### config.mk
export PLATFORM = sky130hd
export DESIGN_NAME = byte_stuffing_framer_core
export DESIGN_NICKNAME = d
export VERILOG_FILES = /design/src/bsf_pkg.sv /design/src/bsf_cfg_regs.sv /design/src/bsf_expand.sv /design/src/bsf_serializer.sv /design/src/byte_stuffing_framer_core.sv
export SDC_FILE = /design/constraint.sdc
export NUM_CORES = 1
export LEC_CHECK = 0
export ABC_AREA = 1
export BUFFER_PORTS_ARGS = -buffer_cell sky130_fd_sc_hd__clkbuf_2
export CORE_MARGIN = 1.5
export CORE_UTILIZATION = 50
export CTS_CLUSTER_DIAMETER = 60
export DETAILED_ROUTE_END_ITERATION = 7
export PLACE_DENSITY = 0.67
export SLEW_MARGIN = 20
export SYNTH_ARGS = -nofsm -noshare
export SYNTH_HDL_FRONTEND = slang
export SYNTH_SLANG_ARGS = --single-unit
### constraint.sdc
create_clock -name clk -period 4 [get_ports clk]
set_input_delay 0.6 -clock clk [delete_from_list [all_inputs] [get_ports clk]]
set_output_delay 0.6 -clock clk [all_outputs]
set_load 0.01 [all_outputs]
### src/bsf_pkg.sv
// Shared types and constants for the byte stuffing framer.
// Used by every module in src; no dependencies.
`default_nettype none
package bsf_pkg;

	localparam int unsigned RUN_DEPTH = 4;
	localparam int unsigned RUN_IDX_W = 2;

	localparam logic [7:0] START_CODE_RST  = 8'h01;
	localparam logic [7:0] ESCAPE_CODE_RST = 8'h10;
	localparam logic [7:0] END_CODE_RST    = 8'h03;

	typedef enum logic [1:0] {
		REG_START  = 2'd0,
		REG_ESCAPE = 2'd1,
		REG_END    = 2'd2
	} bsf_reg_t;

	localparam logic MODE_ENCODE = 1'b0;
	localparam logic MODE_DECODE = 1'b1;

	typedef struct packed {
		logic       mode;
		logic [7:0] data_byte;
		logic       first_byte;
		logic       final_byte;
	} bsf_in_t;

	typedef struct packed {
		logic [7:0] out_byte;
		logic       run_end;
	} bsf_out_t;

	typedef struct packed {
		logic [7:0] start_code;
		logic [7:0] escape_code;
		logic [7:0] end_code;
	} bsf_codes_t;

	typedef struct packed {
		logic [RUN_DEPTH-1:0][7:0] bytes;
		logic [RUN_IDX_W-1:0]      last_idx;
		logic                      nonempty;
	} bsf_run_t;

endpackage
`default_nettype wire

### src/bsf_cfg_regs.sv
// Code registers for start, escape and end markers.
// Depends on bsf_pkg.
`default_nettype none
module bsf_cfg_regs (
	input  wire logic               clk,
	input  wire logic               arst_n,
	input  wire logic               cfg_valid,
	output logic                    cfg_ready,
	input  wire logic [1:0]         cfg_index,
	input  wire logic [7:0]         cfg_data,
	output bsf_pkg::bsf_codes_t     codes
);

	bsf_pkg::bsf_codes_t codes_q;

	assign cfg_ready = 1'b1;
	assign codes     = codes_q;

	always_ff @(posedge clk or negedge arst_n) begin
		if (!arst_n) begin
			codes_q.start_code  <= bsf_pkg::START_CODE_RST;
			codes_q.escape_code <= bsf_pkg::ESCAPE_CODE_RST;
			codes_q.end_code    <= bsf_pkg::END_CODE_RST;
		end else if (cfg_valid && cfg_ready) begin
			case (bsf_pkg::bsf_reg_t'(cfg_index))
				bsf_pkg::REG_START:  codes_q.start_code  <= cfg_data;
				bsf_pkg::REG_ESCAPE: codes_q.escape_code <= cfg_data;
				bsf_pkg::REG_END:    codes_q.end_code    <= cfg_data;
				default: begin
				end
			endcase
		end
	end

endmodule
`default_nettype wire

### src/bsf_expand.sv
// Input stage register, escape flag and run expansion of one item.
// Depends on bsf_pkg.
`default_nettype none
module bsf_expand (
	input  wire logic                clk,
	input  wire logic                arst_n,
	input  wire logic                in_valid,
	output logic                     in_stall,
	input  wire bsf_pkg::bsf_in_t    in_data,
	input  wire bsf_pkg::bsf_codes_t codes,
	input  wire logic                ser_ready,
	output logic                     run_push,
	output bsf_pkg::bsf_run_t        run
);

	bsf_pkg::bsf_in_t item_s1;
	logic             valid_s1;
	logic             pending_q;
	logic             pending_d;
	logic             take;
	logic             hit_start;
	logic             hit_esc;
	logic             hit_end;

	assign hit_start = (item_s1.data_byte == codes.start_code);
	assign hit_esc   = (item_s1.data_byte == codes.escape_code);
	assign hit_end   = (item_s1.data_byte == codes.end_code);

	always_comb begin
		logic [2:0] n;
		logic [2:0] n1;
		run       = '0;
		pending_d = pending_q;
		n         = 3'd0;
		n1        = 3'd0;
		if (item_s1.mode == bsf_pkg::MODE_ENCODE) begin
			if (item_s1.first_byte) begin
				run.bytes[0] = codes.start_code;
				n            = 3'd1;
			end
			if (hit_start || hit_esc || hit_end) begin
				n1                 = n + 3'd1;
				run.bytes[n[1:0]]  = codes.escape_code;
				run.bytes[n1[1:0]] = ~item_s1.data_byte;
				n                  = n + 3'd2;
			end else begin
				run.bytes[n[1:0]] = item_s1.data_byte;
				n                 = n + 3'd1;
			end
			if (item_s1.final_byte) begin
				run.bytes[n[1:0]] = codes.end_code;
				n                 = n + 3'd1;
			end
		end else begin
			if (pending_q) begin
				pending_d    = 1'b0;
				run.bytes[0] = ~item_s1.data_byte;
				n            = 3'd1;
			end else if (hit_start || hit_end) begin
				n = 3'd0;
			end else if (hit_esc) begin
				pending_d = 1'b1;
			end else begin
				run.bytes[0] = item_s1.data_byte;
				n            = 3'd1;
			end
		end
		n1           = n - 3'd1;
		run.last_idx = n1[bsf_pkg::RUN_IDX_W-1:0];
		run.nonempty = (n != 3'd0);
	end

	assign take     = valid_s1 && (!run.nonempty || ser_ready);
	assign run_push = take && run.nonempty;
	assign in_stall = valid_s1 && !take;

	always_ff @(posedge clk or negedge arst_n) begin
		if (!arst_n) begin
			valid_s1  <= 1'b0;
			pending_q <= 1'b0;
		end else begin
			if (in_valid && !in_stall) begin
				valid_s1 <= 1'b1;
			end else if (take) begin
				valid_s1 <= 1'b0;
			end
			if (take && (item_s1.mode == bsf_pkg::MODE_DECODE)) begin
				pending_q <= pending_d;
			end
		end
	end

	always_ff @(posedge clk) begin
		if (in_valid && !in_stall) begin
			item_s1 <= in_data;
		end
	end

`ifndef SYNTHESIS
	a_pending_on_decode_take: assert property (@(posedge clk) disable iff (!arst_n)
		!$stable(pending_q) |-> $past(take && (item_s1.mode == bsf_pkg::MODE_DECODE)))
		else $error("escape flag changed without a decode transaction");
	a_no_push_when_blocked: assert property (@(posedge clk) disable iff (!arst_n)
		run_push |-> ser_ready && valid_s1)
		else $error("run pushed into a busy serializer");
`endif

endmodule
`default_nettype wire

### src/bsf_serializer.sv
// Run register that emits one byte of the current run per transaction.
// Depends on bsf_pkg.
`default_nettype none
module bsf_serializer (
	input  wire logic              clk,
	input  wire logic              arst_n,
	input  wire logic              run_push,
	input  wire bsf_pkg::bsf_run_t run,
	output logic                   ser_ready,
	output logic                   out_valid,
	input  wire logic              out_stall,
	output bsf_pkg::bsf_out_t      out_data
);

	bsf_pkg::bsf_run_t             run_q;
	logic                          run_valid_q;
	logic [bsf_pkg::RUN_IDX_W-1:0] idx_q;
	logic                          out_take;

	assign out_valid         = run_valid_q;
	assign out_data.out_byte = run_q.bytes[idx_q];
	assign out_data.run_end  = (idx_q == run_q.last_idx);
	assign out_take          = out_valid && !out_stall;
	assign ser_ready         = !run_valid_q || (out_take && out_data.run_end);

	always_ff @(posedge clk or negedge arst_n) begin
		if (!arst_n) begin
			run_valid_q <= 1'b0;
			idx_q       <= '0;
		end else if (run_push) begin
			run_valid_q <= 1'b1;
			idx_q       <= '0;
		end else if (out_take && out_data.run_end) begin
			run_valid_q <= 1'b0;
		end else if (out_take) begin
			idx_q <= idx_q + 1'b1;
		end
	end

	always_ff @(posedge clk) begin
		if (run_push) begin
			run_q <= run;
		end
	end

`ifndef SYNTHESIS
	a_idx_in_run: assert property (@(posedge clk) disable iff (!arst_n)
		run_valid_q |-> (idx_q <= run_q.last_idx))
		else $error("byte index beyond end of run");
	a_more_after_mid: assert property (@(posedge clk) disable iff (!arst_n)
		out_take && !out_data.run_end |=> out_valid && (idx_q == $past(idx_q) + 1'b1))
		else $error("run cut short");
`endif

endmodule
`default_nettype wire

### src/byte_stuffing_framer_core.sv
// Top level of the byte stuffing framer: code registers, expansion stage, serializer.
// Depends on bsf_pkg, bsf_cfg_regs, bsf_expand and bsf_serializer.
//
//   channel  direction  handshake          payload
//   in       sink       in_valid/in_stall  bsf_in_t   (mode, data_byte, first/final flags)
//   out      source     out_valid/out_stall bsf_out_t (out_byte, run_end)
//   cfg      sink       cfg_valid/cfg_ready cfg_index, cfg_data
//
// One transaction per cycle on each side unless stalled; an item yields 0 to 4 output
// bytes, so encode with start, escape and end yields 4 bytes, sent one per transaction.
// An input transaction passes the input stage register and the run register before output.
// Reset restores the default codes and clears the escape flag and all valid state.
// A stalled output holds the run; the input stage then fills and stalls the input.
`default_nettype none
module byte_stuffing_framer_core (
	input  wire logic              clk,
	input  wire logic              arst_n,
	input  wire logic              in_valid,
	output logic                   in_stall,
	input  wire bsf_pkg::bsf_in_t  in_data,
	output logic                   out_valid,
	input  wire logic              out_stall,
	output bsf_pkg::bsf_out_t      out_data,
	input  wire logic              cfg_valid,
	output logic                   cfg_ready,
	input  wire logic [1:0]        cfg_index,
	input  wire logic [7:0]        cfg_data
);

	bsf_pkg::bsf_codes_t codes;
	bsf_pkg::bsf_run_t   run;
	logic                run_push;
	logic                ser_ready;

	bsf_cfg_regs u_cfg (
		.clk       (clk),
		.arst_n    (arst_n),
		.cfg_valid (cfg_valid),
		.cfg_ready (cfg_ready),
		.cfg_index (cfg_index),
		.cfg_data  (cfg_data),
		.codes     (codes)
	);

	bsf_expand u_expand (
		.clk       (clk),
		.arst_n    (arst_n),
		.in_valid  (in_valid),
		.in_stall  (in_stall),
		.in_data   (in_data),
		.codes     (codes),
		.ser_ready (ser_ready),
		.run_push  (run_push),
		.run       (run)
	);

	bsf_serializer u_ser (
		.clk       (clk),
		.arst_n    (arst_n),
		.run_push  (run_push),
		.run       (run),
		.ser_ready (ser_ready),
		.out_valid (out_valid),
		.out_stall (out_stall),
		.out_data  (out_data)
	);

endmodule
`default_nettype wire
Yosys cells after proc, flatten, opt, wreduce, memory -nomap -nowiden:

Index checks and enable logic that the tools add are counted.

* flip-flop bits (word level): 74
* latch bits: 0
* bits in writable memories: 0
* memory bits (read-only): 0
* output and inout port bits: 12
* word-level logic and storage cells: 106
* memories kept: 0

* add/sub/neg operators: 5
* multipliers: 0
* div/mod/pow operators: 0
* $lt $le $gt $ge: 7
* eq/ne operators: 7
* shifts and indexed selects: 0
* multiplexer cells: 40
* bitwise operators: 1
* reductions and logical operators: 30

Operator list (count)
* $bwmux W32: 4
* $mux W32: 3
* $mux W8: 10
* $demux W8 S2: 3
* $eq A8 B8 Y1: 3
* $mux W3: 7
* $bmux W8 S2: 1
* $lt A2 B3 Y1 const B: 4
* $logic_and A1 B1 Y1: 10
* $reduce_and A2 Y1: 5
* $mux W1: 9
* $not A8 Y8: 1
* $add A3 B1 Y3 const B: 2
* $ge A2 B1 Y1 const B: 3
* $mux W2: 3
* $reduce_bool A2 Y1: 3
* $logic_not A1 Y1: 5
* $logic_or A1 B1 Y1: 5
* $add A3 B2 Y3 const B: 1
* $reduce_bool A3 Y1: 1
* $add A2 B1 Y2 const B: 1
* $eq A2 B1 Y1 const B: 1
* $eq A2 B2 Y1: 1
* $eq A2 B2 Y1 const B: 1
* 3 further kinds: 3

Longest topological paths before layout:

* depth in word-level cells: 17
* gate-level depth with buffers: 20

Hierarchy:

Synthesis repeated with hierarchy kept, for this count alone.

* cell total of the unflattened synthesis: 551
* area, all modules: 4579.4 µm²

By module, submodules not included
* bsf_expand: instances 1, cells each 336, area each 2074.5 µm², seq. area each 380.4 µm²
* bsf_serializer: instances 1, cells each 106, area each 1437.6 µm², seq. area each 1096.1 µm²
* bsf_cfg_regs: instances 1, cells each 109, area each 1067.3 µm², seq. area each 605.6 µm²

Least setup slack after synthesis:

No wires, ideal clock.

* path type: flip-flop to flip-flop
* start: register u_cfg.codes_q, in the netlist u_cfg.codes[1]
* end: register u_ser.run_q[10] (netlist bit) (enable)
* data arrival time: 3.012 ns
* data required time: 3.611 ns
* path slack: 0.599 ns
* stages on the path, launching flop included: 19
* buffers on the path: 1
* clock period less this slack: 3.401 ns
* cell sequence: dfstp_2 > inv_1 > nand2_1 > nand2_1 > nand2_1 > nor2_2 > nand2_4 > nand3_4 > buf_6 > ha_1 > xnor2_1 > o21ai_0 > ha_1 > nand2_1 > o211ai_1 > nand2_1 > inv_1 > nand2_1 > inv_1

* longest elaborated chain between the ends: 12
* elaborated cells on any way between the ends: 15

RTL lines
* start: declaration: RTL line bsf_cfg_regs.sv:14 `bsf_pkg::bsf_codes_t codes_q;`
* $eq A8 B8 Y1 *: RTL line bsf_expand.sv:27 `assign hit_end = (item_s1.data_byte == codes.end_code);`
* $logic_or A1 B1 Y1: RTL line bsf_expand.sv:41 `if (hit_start || hit_esc || hit_end) begin`
* $mux W3: RTL line bsf_expand.sv:41
* $mux W3: RTL line bsf_expand.sv:36 `if (item_s1.mode == bsf_pkg::MODE_ENCODE) begin`
* $add A3 B1 Y3: RTL line bsf_expand.sv:52 `n = n + 3'd1;`
* $mux W3: RTL line bsf_expand.sv:50 `if (item_s1.final_byte) begin`
* $mux W3 *: RTL line bsf_expand.sv:36
* $reduce_bool A3 Y1 *: RTL line bsf_expand.sv:70 `run.nonempty = (n != 3'd0);`
* $logic_not A1 Y1: RTL line bsf_expand.sv:73 `assign take = valid_s1 && (!run.nonempty || ser_ready);`
* $logic_or A1 B1 Y1: RTL line bsf_expand.sv:73
* $logic_and A1 B1 Y1: RTL line bsf_expand.sv:73
* $logic_and A1 B1 Y1 *: RTL line bsf_expand.sv:74 `assign run_push = take && run.nonempty;`
* via run_push: RTL line byte_stuffing_framer_core.sv:32 `logic run_push;`
* end signal: assignment: RTL line bsf_serializer.sv:42 `run_q <= run;`
* end: declaration: RTL line bsf_serializer.sv:15 `bsf_pkg::bsf_run_t run_q;`

The timed path passes the listed nets; every way through them passes the cells marked *. The select of a mux whose other input is x is not followed.
A chain may end at the register's enable or synchronous reset.

Worst setup path in the final report:

* start: register u_expand.item_s1[7] (netlist bit)
* end: output port in_stall

* longest elaborated chain between the ends: 14
* elaborated cells on any way between the ends: 20

RTL lines
* start: declaration: RTL line bsf_expand.sv:16 `bsf_pkg::bsf_in_t item_s1;`
* start signal: assignment: RTL line bsf_expand.sv:95 `item_s1 <= in_data;`
* $eq A8 B8 Y1 (on tied branches): RTL line bsf_expand.sv:25, bsf_expand.sv:26
* $logic_or A1 B1 Y1 (2 in a row): RTL line bsf_expand.sv:41
* $mux W3: RTL line bsf_expand.sv:41
* $mux W3: RTL line bsf_expand.sv:36
* $add A3 B1 Y3: RTL line bsf_expand.sv:52
* $mux W3: RTL line bsf_expand.sv:50
* $mux W3 *: RTL line bsf_expand.sv:36
* $reduce_bool A3 Y1 *: RTL line bsf_expand.sv:70
* $logic_not A1 Y1 *: RTL line bsf_expand.sv:73
* $logic_or A1 B1 Y1 *: RTL line bsf_expand.sv:73
* $logic_and A1 B1 Y1 *: RTL line bsf_expand.sv:73
* $logic_not A1 Y1 *: RTL line bsf_expand.sv:75 `assign in_stall = valid_s1 && !take;`
* $logic_and A1 B1 Y1 *: RTL line bsf_expand.sv:75
* end: declaration: RTL line byte_stuffing_framer_core.sv:19 `output logic in_stall,`

Mark *: on every way between the ends. The rest lies on a longest branch, timed or not. The select of a mux whose other input is x is not followed.

==> qor.yml <==
status:
  status: "finished clean"
finish:
  antennaDiodeCount: 0
  final_nets: 631
  syn_to_final_growth_pct: 11.3
  finalInstanceArea_um2: 4840
  final_layout_size_suffix_gt1_frac: 0.147
  final_cell_count_no_fill: 711
synthesis:
  synth_adder_area_share: 0.0115
  yosys_warnings: 0
  netlist.area_leader.share: 0.310
  post_synth_xor_area_fraction: 0.0282
  synth_async_sr_flop_share: 0.392
  ys_ff_latch: 74
  avgSynthCellArea_um2: 7.70
  postSynth.topFlopCell: "edfxtp_1"
  compound_gate_fraction_of_synth_area: 0.134
  syn_nets: 595
  synthSimpleGateAreaFrac: 0.249
  synth_top_family_by_area: "simple AND/OR/NAND/NOR gates"
  post_synth_edffs: 45
  post_synth_main_area_contributors: "edfxtp_1 (31%), dfrtp_1 (14%), nand2_1 (13%)"
  synth.yosys.seq_area_share: 0.478
  yosys-mux-area-fraction: 0
  yosys.cell_types.count: 31
  syn-cell-area_um2: 4350
  most_area_hungry_cell_type_in_the_yosys_netlist: "edfxtp_1"
  syn_inst: 565
floorplan:
  floorplan.die.height_um: 96.3
  initial_utilization: 0.522
  core-area_um2: 8340
  design.die.area_um2: 9270
  die_w_um: 96.3
  floorplan.io_pins: 38
  row_count: 33
timing:
  worstMarginPinSlew_ns: 0.726
  setup_ws_ns: 0.272
  finalHoldViolCount: 0
  post-route-period-util: 0.932
  max_freq_mhz: 268
  slew_headroom: 0.516
  timing.final.crit_period_ns: 3.73
  tns_ns: 0
  final-setup-viol-count: 0
  unrepaired_setup_endpoints_after_global_routing: "no"
  holdWs_ns: 0.293
  timing.final.max_slew_violations: 0
  finClkSkew_ns: 0.0128
setup_path:
  setup.worst_path.end: "in_stall"
  cp.arrival_ns: 3.13
  startpoint_type: "flip-flop"
  worst_setup_startpoint: "u_expand.item_s1[7]"
  timing.rr.start: "u_cfg.codes[1]"
  cp.required_ns: 3.40
  cpPeakStageDelay_ns: 0.50
  crit_path_frequent_cell: "nand2_1"
  critical_path.cell_chain: "inv_2 -> nand2_1 -> nand2_1 -> nand2_1 -> nor2_2 -> nand2_4 -> nand3_4 -> buf_6 -> inv_2 -> ha_1 -> inv_1 -> o21ai_0 -> ha_1 -> nand2_1 -> o211ai_1 -> or2_2 -> inv_1 -> clkbuf_2"
  setup.worst_path.class: "reg -> out"
  reg2reg_depth: 18
  critical-path-slowest-cell: "edfxtp_1"
  crit-reg2reg-capture: "u_ser.run_q[34]"
  worstSetupEndpointType: "primary output"
  critical_path.max_fanout: 19
  r2r_slack_ns: 0.71
placement:
  globalplace.congestion: 0.938
  pre_cts_slack_ns: 0.504
  dp.cells: 688
  dpl_cell_area_um2: 4580
  portBuffers: 36
  dp.final_hpwl_um: 7700
min_path:
  worstHoldPathType: "in -> async"
clock_network:
  cts.sink_count: 74
  worstSkewPairLatency_ns: 0.35
  ctsLongestPathBuffers: 2
  cts_root_buf: "clkbuf_8"
  cts_tree: "built"
  cts-buffers-inserted: 9
  clkTransAtPathRegs_ns: 0.08
  cts_hold_buffers: 0
  ctsHtreeMaxLevel: 3
detailed_routing:
  vias_per_cell: 5.08
  vias: 3610
  route.detailed.drc: 0
  detailed_route_wire_length_per_cell_um: 14.6
  m1WireLength_um: 5120
  route.antenna.remaining_nets: 0
  top_layer_used: "met4"
  dr_iter_0_viols: 359
  detail_route.wirelength_um: 10300
  detailroute.wirelength.met2_um: 4650
  firstDrtPassIters: 5
  met3_length_um: 381
flow_run:
  max_cap_violations: 0
grt:
  antenna_found_initial: 0
  grt_first_pass_wirelength_um: 16800
  via_count_of_the_first_global_routing_pass: 3280
  global_route.usage.total: 0.247
  global_route.overflow_total: 0
  largest_net_degree_at_the_start_of_global_routing: 36
power:
  vdd_drop_max_mv: 0.267
  p_per_area_nw_per_um2: 607
  power_leakage_nw: 2.35
[stage by stage]
| step | power, W | util |
|---|---|---|
| finish | 0.00294 | 0.581 |
| global route | 0.00317 | 0.581 |
| CTS | 0.00294 | 0.574 |
| detailed placement | 0.00235 | 0.550 |
| global placement | 0.00233 | 0.550 |
| floorplan | 0.00202 | - |
[cells in the final DEF, fill, tap and decap left out]
cell	n
a21oi_1	41
buf_4	13
buf_6	1
bufinv_16	1
clkbuf_2	36
clkbuf_8	11
clkinv_1	4
clkinvlp_4	2
conb_1	1
dfrtp_1	25
dfstp_2	4
edfxtp_1	45
ha_1	4
inv_1	69
inv_2	8
nand2_1	156
nand2_2	2
nand2_4	3
nand3_1	30
nand3_2	1
nand3_4	1
nand3b_1	1
nand4_1	10
nor2_1	44
nor2_2	5
o211ai_1	1
o21ai_0	56
o21ai_1	8
o22ai_1	8
or2_2	1
xnor2_1	13
xor2_1	1
[area by class of cell]
| cell class | count | area (um^2) |
|---|---|---|
| clock inverter | 5 | 52.6 |
| timing repair buffer | 50 | 289 |
| fill | 800 | 3500 |
| tap | 105 | 131 |
| clock buffer | 11 | 151 |
| multi-input combinational | 387 | 1840 |
| sequential | 74 | 2080 |
| inverter | 79 | 297 |
[state kept, by name (all words and copies together), names as in the netlist]
name / cells
u_ser.run_q: 34
u_ser.idx_q: 2
u_expand.valid_s1: 1
u_expand.pending_q: 1
u_ser.out_valid: 1
u_cfg.codes: 24
u_expand.item_s1: 11
[worst min path at each step]
| stage | end | slack, ns | depth (start not counted) |
|---|---|---|---|
| 2_1_floorplan | u_cfg.codes[10] | 0.30 | 0 |
| 3_3_place_gp | u_cfg.codes[13] | 0.50 | 2 |
| 3_5_place_dp | u_cfg.codes[0] | 0.51 | 2 |
| 4_1_cts | u_cfg.codes[9] | 0.31 | 1 |
| 5_1_grt | u_expand.pending_q | 0.35 | 1 |
| 6_report | u_cfg.codes[9] | 0.29 | 1 |
[cell usage after synthesis, types with 4 or more instances]
library cell,number
nand2_1,156
inv_1,69
o21ai_0,56
edfxtp_1,45
nor2_1,44
a21oi_1,41
nand3_1,30
dfrtp_1,25
clkbuf_1,13
xnor2_1,13
nand4_1,10
inv_2,8
o21ai_1,8
o22ai_1,8
nor2_2,5
buf_2,4
dfstp_2,4
ha_1,4
[power by group]
part / total [W] / internal [W] / switching [W] / leakage, nW
Clock: 0.000589 / 0.000318 / 0.000271 / 0.0967
Combinational: 0.00108 / 0.000389 / 0.000689 / 1.47
Sequential: 0.00127 / 0.00112 / 0.000153 / 0.784
Total: 0.00294 / 0.00183 / 0.00111 / 2.35
[logic make-up after synthesis]
family,count (synthesis)
AO/OA/AOI/OAI,114
XOR/XNOR,14
adder cells (fa/ha/maj),4
buffers and inverters,104
flip-flops,74
other,1
AND/OR/NAND/NOR,254
[worst max-delay path, delay by kind of cell (launching register included)]
kind / cells / cell delay [ns]
AO/OA/AOI/OAI: 2 / 0.20
flip-flops: 1 / 0.50
AND/OR/NAND/NOR: 8 / 0.98
buffers and inverters: 6 / 0.68
adder cells (fa/ha/maj): 2 / 0.42
[per-layer routing]
| layer | vias up | global-route usage |
|---|---|---|
| met5 | - | 0 |
| met2 | 94 | 0.381 |
| li1 | 1900 | - |
| met1 | 1598 | 0.352 |
| met4 | 0 | 0.0906 |
| met3 | 18 | 0.0371 |
[repair_timing]
item | in CTS | in global routing
buffers inserted | 0 | 7
gates resized for setup | 0 | 1
endpoints found under the setup margin | 0 | 1
No activity file was read; power rests on OpenSTA's default activity.
